==> config.mk <==
export PLATFORM = sky130hd
export DESIGN_NAME = vpf_ram
export DESIGN_NICKNAME = d
export VERILOG_FILES = /design/src/hdl/vpf_ram.sv
export SDC_FILE = /design/constraint.sdc
export NUM_CORES = 1
export LEC_CHECK = 0
export BUFFER_PORTS_ARGS = -buffer_cell sky130_fd_sc_hd__buf_4
export CAP_MARGIN = 20
export CORE_ASPECT_RATIO = 1.1
export CORE_MARGIN = 8
export CORE_UTILIZATION = 45
export CTS_CLUSTER_SIZE = 16
export DETAILED_ROUTE_END_ITERATION = 16
export GPL_TIMING_DRIVEN = 0
export PLACE_DENSITY = 0.66
export SLEW_MARGIN = 20
export SYNTH_ARGS = -nofsm -noshare
export SYNTH_HDL_FRONTEND = slang
export SYNTH_SLANG_ARGS = --single-unit
==> constraint.sdc <==
create_clock -name clock -period 3.95 [get_ports clock]
set_input_delay 0.79 -clock clock [delete_from_list [all_inputs] [get_ports clock]]
set_output_delay 0.79 -clock clock [all_outputs]
set_load 0.05 [all_outputs]
==> src/hdl/vpf_ram.sv <==
// ----------------------------------------------------------------------------
// vpf_ram
// Simple dual-port RAM: one write port, one read port with registered data.
// ----------------------------------------------------------------------------
module vpf_ram #(
   parameter int WIDTH = 8,
   parameter int DEPTH = 16
) (
   input  logic                                   clock,
   input  logic                                   wr_en,
   input  logic [((DEPTH > 1) ? $clog2(DEPTH) : 1)-1:0] wr_addr,
   input  logic [WIDTH-1:0]                       wr_data,
   input  logic                                   rd_en,
   input  logic [((DEPTH > 1) ? $clog2(DEPTH) : 1)-1:0] rd_addr,
   output logic [WIDTH-1:0]                       rd_data
);

   logic [WIDTH-1:0] mem [DEPTH];
   logic [WIDTH-1:0] rd_data_ff;

   always_ff @(posedge clock) begin
      if (wr_en) begin
         mem[wr_addr] <= wr_data;
      end
      if (rd_en) begin
         rd_data_ff <= mem[rd_addr];
      end
   end

   assign rd_data = rd_data_ff;

endmodule

* After elaboration in Yosys (flattened, before gate mapping) *
Memory sizes are Yosys's and may differ from the RTL's. A register that Yosys moved wholly into a read port is not among the register bits.
Index checks and enable logic that the tools add are counted.

storage, ports and cells
  register bits after elaboration = 0
  bits in writable memories = 128
  bits of input ports = 19
  output and inout bits = 8
  logic and storage cells = 3
  memories = 1

operators by class
  mux-type cells = 2

memories
  name  depth  bits a word  read ports  clocked after Yosys merged registers in  wr ports  RTL line  source
  mem   16     8            1           1                                        1         18        logic [WIDTH-1:0] mem [DEPTH];

operators by type and width
  cell               number
  1-bit two-way mux  2

* Logic depth before layout (Yosys ltp) *
  depth after elaboration = 2
  gate-level depth with buffers = 5
  mapped depth without buffers = 3

* Worst setup path before layout *
No wires, ideal clock.

  path type = input port to flip-flop
  start = in wr_addr[2] (netlist bit)
  end = mem mem[0][0] (enable)
  setup time = 0.383 ns
  arrival = 1.900 ns
  data required time = 3.567 ns
  slack = 1.667 ns
  stages on the path = 2
  path buffers = 0
  path through = or3b_2 -> nor3_1

RTL lines
  item         RTL line  source
  from (decl)  11        input logic [((DEPTH > 1) ? $clog2(DEPTH) : 1)-1:0] wr_addr,
  to (decl)    18

No word-level cell before the write port.

* Final worst setup path *
  start = in wr_addr[2] (netlist bit)
  end = mem mem[2][7] (enable)

No word-level cell before the write port.

==> flow_summary.ini <==
[status]
status = finished, final reports clean

[finish]
final_std_cells_w_o_fill = 435
n_antenna_cell = 0
n_fill_cell = 871
drive_above_1_share_pct = 29.1
final_cell_area_mm2 = 0.00617
area_delta_synth_final_pct = 18.0
num-nets-final = 292

[clock_tree]
cts_htree_levels = 4
ctsResizeCount = 0
cts_max_path_buffers = 2
cts_tree = yes
tritoncts.num_buffers = 17
clk_transition_reported_paths_ps = 50
cts_num_sinks = 136
root_buffer = sky130_fd_sc_hd__clkbuf_16
insertion_delay_ps = 410
hold_bufs_at_cts = 0
cts.repair_timing.setup_buffer_count = 0

[yosys]
synth_fp_nets = 248
async_reset_ff_share_pct = 0
synth.cell_area_mm2 = 0.00523
postSynth.topFlopCell = sky130_fd_sc_hd__edfxtp_1
synthDistinctLibCells = 18
synth_top_area_share_pct = 78.1
syn-mean-instance-area_um2 = 22.8
number_of_register_bits_inferred_by_synthesis = 136
seq_area_frac_synth_pct = 78.1
yosys_warnings = 0
synth_top_cell_by_area = sky130_fd_sc_hd__edfxtp_1
yosysMostFrequentCell = sky130_fd_sc_hd__edfxtp_1
number_of_synthesized_flops_with_an_enable_pin = 136
yosys-top-cells-area = sky130_fd_sc_hd__edfxtp_1 78%, sky130_fd_sc_hd__mux4_2 7.8%, sky130_fd_sc_hd__mux4_1 7.0%, sky130_fd_sc_hd__a22oi_1 2.3%, sky130_fd_sc_hd__nor2_1 0.93%
synthTopCellsByCount = 136 x sky130_fd_sc_hd__edfxtp_1, 18 x sky130_fd_sc_hd__mux4_2, 16 x sky130_fd_sc_hd__a22oi_1
syn-instance-count = 229

[setup_path]
cp.required_ps = 3980
critical_path_arrival_ps = 2090
worst_path_largest_cell_delay_ps = 640
startpoint_type = input port
worst_r2r_endpoint = rd_data[0]$_DFFE_PP_
critPathMaxFanout = 8
reg2reg_setup_slack_ps = 2390
count_of_buffering_cells_on_the_critical_path_with_inverters_included = 1
rr_startpoint = mem[2][0]$_DFFE_PP_
cp_top_family = simple AND/OR/NAND/NOR gates
end_kind = flip-flop
worst-setup-path-type = in2reg
critical_path.cell_chain = buf_4, or3b_2, nor2_1
worst_path_max_delay_cell = sky130_fd_sc_hd__nor2_1
reg2reg_depth = 3

[global_routing]
global_route.usage.met2_pct = 22.0
grt_antenna_before_repair = 0
gr-usage-all-layers_pct = 13.7
global_route.usage.met1_pct = 16.0
maximum_number_of_pins_on_one_net_before_global_route_repair = 17
gr-max-usage-layer = met2
grt_pass1_wl_um = 14800
first_global_vias = 2541
grtUsageMet3_pct = 4.92
gr-total-overflow = 0

[flow_run]
maxCapViolations = 0

[pwr]
pwr-share-seq_pct = 50.2
power.density_mw_per_mm2 = 529
power_switching_share_pct = 20.0
power.internal_mw = 2.61
power.static_leakage_nw = 2.04
worst_ir_drop_vdd_mv = 0.324
switching_power_mw = 0.651
clock_power_share_pct = 44.2
comb_power_share_pct = 5.6

[place]
place_inst = 404
pre_cts_ws_ps = 1450
port_buffers = 25
finalWeightedCongestion = 0.708
postPlaceCellArea_mm2 = 0.00562
post_dp_hpwl_um = 6240

[min_path]
holdCritStartpoint = rd_en
hold_path_class = in2reg
holdPathEnd = rd_data[3]$_DFFE_PP_
holdPathStages = 1

[sta]
setup-tns-final_ps = 0
pins_over_their_slew_limit = 0
worstMarginPinSlew_ps = 817
period_needed_ps = 2060
worst_slew_margin_rel_pct = 45.3
report.final.hold_viol_count = 0
crit_path_setup_slack_layout_ps = 1890
report.final.setup_viol = 0
finClkSkew_ps = 4.87
fmaxAchievable_mhz = 487
period_share_pct = 52.0
rsz_0062_raised_after_global_routing = false

[detailed_routing]
count_of_routing_violations_after_the_opening_detailed_route_iteration = 172
drt_wl_cell_um = 22.3
routed_via_density = 5.49
detail_route.wirelength_um = 9690
drc = 0
ant_nets = 0
drtPass1Iterations = 4
num_vias = 2387

[die]
chipWidth_um = 119
design.core.area_mm2 = 0.0114
io_pins = 27
chipHeight_um = 129
initial_utilization_pct = 45.9
rows = 41
dieArea_mm2 = 0.0153
## how the worst max path moves through the flow
stage                    start             endpoint  slack (ps)  depth (start not counted)
floorplan           wr_addr[2]  mem[0][0]$_DFFE_PP_        1670                          2
global placement    wr_addr[2]  mem[0][0]$_DFFE_PP_        1090                          3
detailed placement  wr_addr[2]  mem[3][2]$_DFFE_PP_        1450                          3
CTS                 wr_addr[2]  mem[3][3]$_DFFE_PP_        1890                          3
global route        wr_addr[2]  mem[2][7]$_DFFE_PP_        1850                          3
finish              wr_addr[2]  mem[2][7]$_DFFE_PP_        1890                          3
## sequential cells by signal, summed over array words and instances (netlist names)
register  flops
mem         128
rd_data       8
## metrics by stage
step | hold WS, ps | power [mW] | util (%)
4_1_cts | 642 | 3.29 | 54.1
3_5_place_dp | 750 | 1.85 | 49.4
3_3_place_gp | 739 | 1.84 | 49.2
6_report | 658 | 3.26 | 54.1
5_1_grt | 649 | 3.35 | 54.1
2_1_floorplan | 705 | 1.77 | -
## power by group through the flow
stage | logic (mW) | registers (mW) | clock network, mW
global placement | 0.182 | 1.66 | 0
floorplan | 0.0821 | 1.69 | 0
detailed placement | 0.186 | 1.66 | 0
CTS | 0.186 | 1.63 | 1.47
global route | 0.196 | 1.64 | 1.52
finish | 0.183 | 1.63 | 1.44
## metal layers
| metal | up-vias | part of all wire (%) | wire (µm) |
|---|---|---|---|
| met1 | 1211 | 42 | 4120 |
| met2 | 94 | 49 | 4770 |
| met3 | 16 | 5.9 | 572 |
| met5 | - | 0 | 0 |
| met4 | 0 | 2.4 | 231 |
| li1 | 1066 | - | - |
## cells by family (layout without fill, tap and decap cells)
| kind of cell | after synthesis | count (layout) | synth area share [%] |
|---|---|---|---|
| AOI/OAI and AO/OA | 16 | 16 | 2.30 |
| buffers and inverters | 10 | 66 | 1.65 |
| DFF | 136 | 136 | 78.1 |
| muxes | 32 | 32 | 14.8 |
| and+or+nand+nor | 35 | 35 | 3.14 |
## placed cells by master (no fill, tap or decap)
| cell type | netlist | layout |
|---|---|---|
| sky130_fd_sc_hd__clkinv_1 | 0 | 4 |
| sky130_fd_sc_hd__bufinv_16 | 0 | 2 |
| sky130_fd_sc_hd__nor3_2 | 0 | 4 |
| sky130_fd_sc_hd__nor2_1 | 13 | 13 |
| sky130_fd_sc_hd__nand2_1 | 9 | 9 |
| sky130_fd_sc_hd__and2_1 | 1 | 1 |
| sky130_fd_sc_hd__and2b_1 | 1 | 1 |
| sky130_fd_sc_hd__clkbuf_1 | 0 | 2 |
| sky130_fd_sc_hd__edfxtp_1 | 136 | 136 |
| sky130_fd_sc_hd__nand3_1 | 1 | 1 |
| sky130_fd_sc_hd__buf_6 | 3 | 3 |
| sky130_fd_sc_hd__a22oi_1 | 16 | 16 |
| sky130_fd_sc_hd__mux4_1 | 14 | 14 |
| sky130_fd_sc_hd__clkbuf_16 | 0 | 17 |
| sky130_fd_sc_hd__nor2b_1 | 1 | 1 |
| sky130_fd_sc_hd__nand3b_1 | 2 | 2 |
| sky130_fd_sc_hd__buf_4 | 1 | 26 |
| sky130_fd_sc_hd__nand2b_1 | 2 | 2 |
| sky130_fd_sc_hd__or3b_2 | 1 | 1 |
| sky130_fd_sc_hd__clkdlybuf4s25_2 | 3 | 3 |
| sky130_fd_sc_hd__buf_2 | 3 | 3 |
| sky130_fd_sc_hd__clkinvlp_4 | 0 | 2 |
| sky130_fd_sc_hd__mux4_2 | 18 | 18 |
| sky130_fd_sc_hd__clkinv_2 | 0 | 4 |
## final cells by class
| class | count | area [µm²] | share of cell area [%] |
|---|---|---|---|
| Sequential cell | 136 | 4080 | 66.2 |
| Multi-Input combinational cell | 83 | 1080 | 17.5 |
| Clock buffer | 19 | 433 | 7.02 |
| Timing Repair Buffer | 25 | 188 | 3.04 |
| Tap cell | 150 | 188 | 3.04 |
| Clock inverter | 12 | 110 | 1.79 |
| Buffer | 10 | 86.3 | 1.40 |
## worst reg2reg max path, cell delays in order, from the launching register on
cell                       delay (ps)
sky130_fd_sc_hd__edfxtp_1         370
sky130_fd_sc_hd__mux4_1           510
sky130_fd_sc_hd__a22oi_1          320
sky130_fd_sc_hd__nand2_1          110
Note: power is estimated with default switching activity, not from simulation.
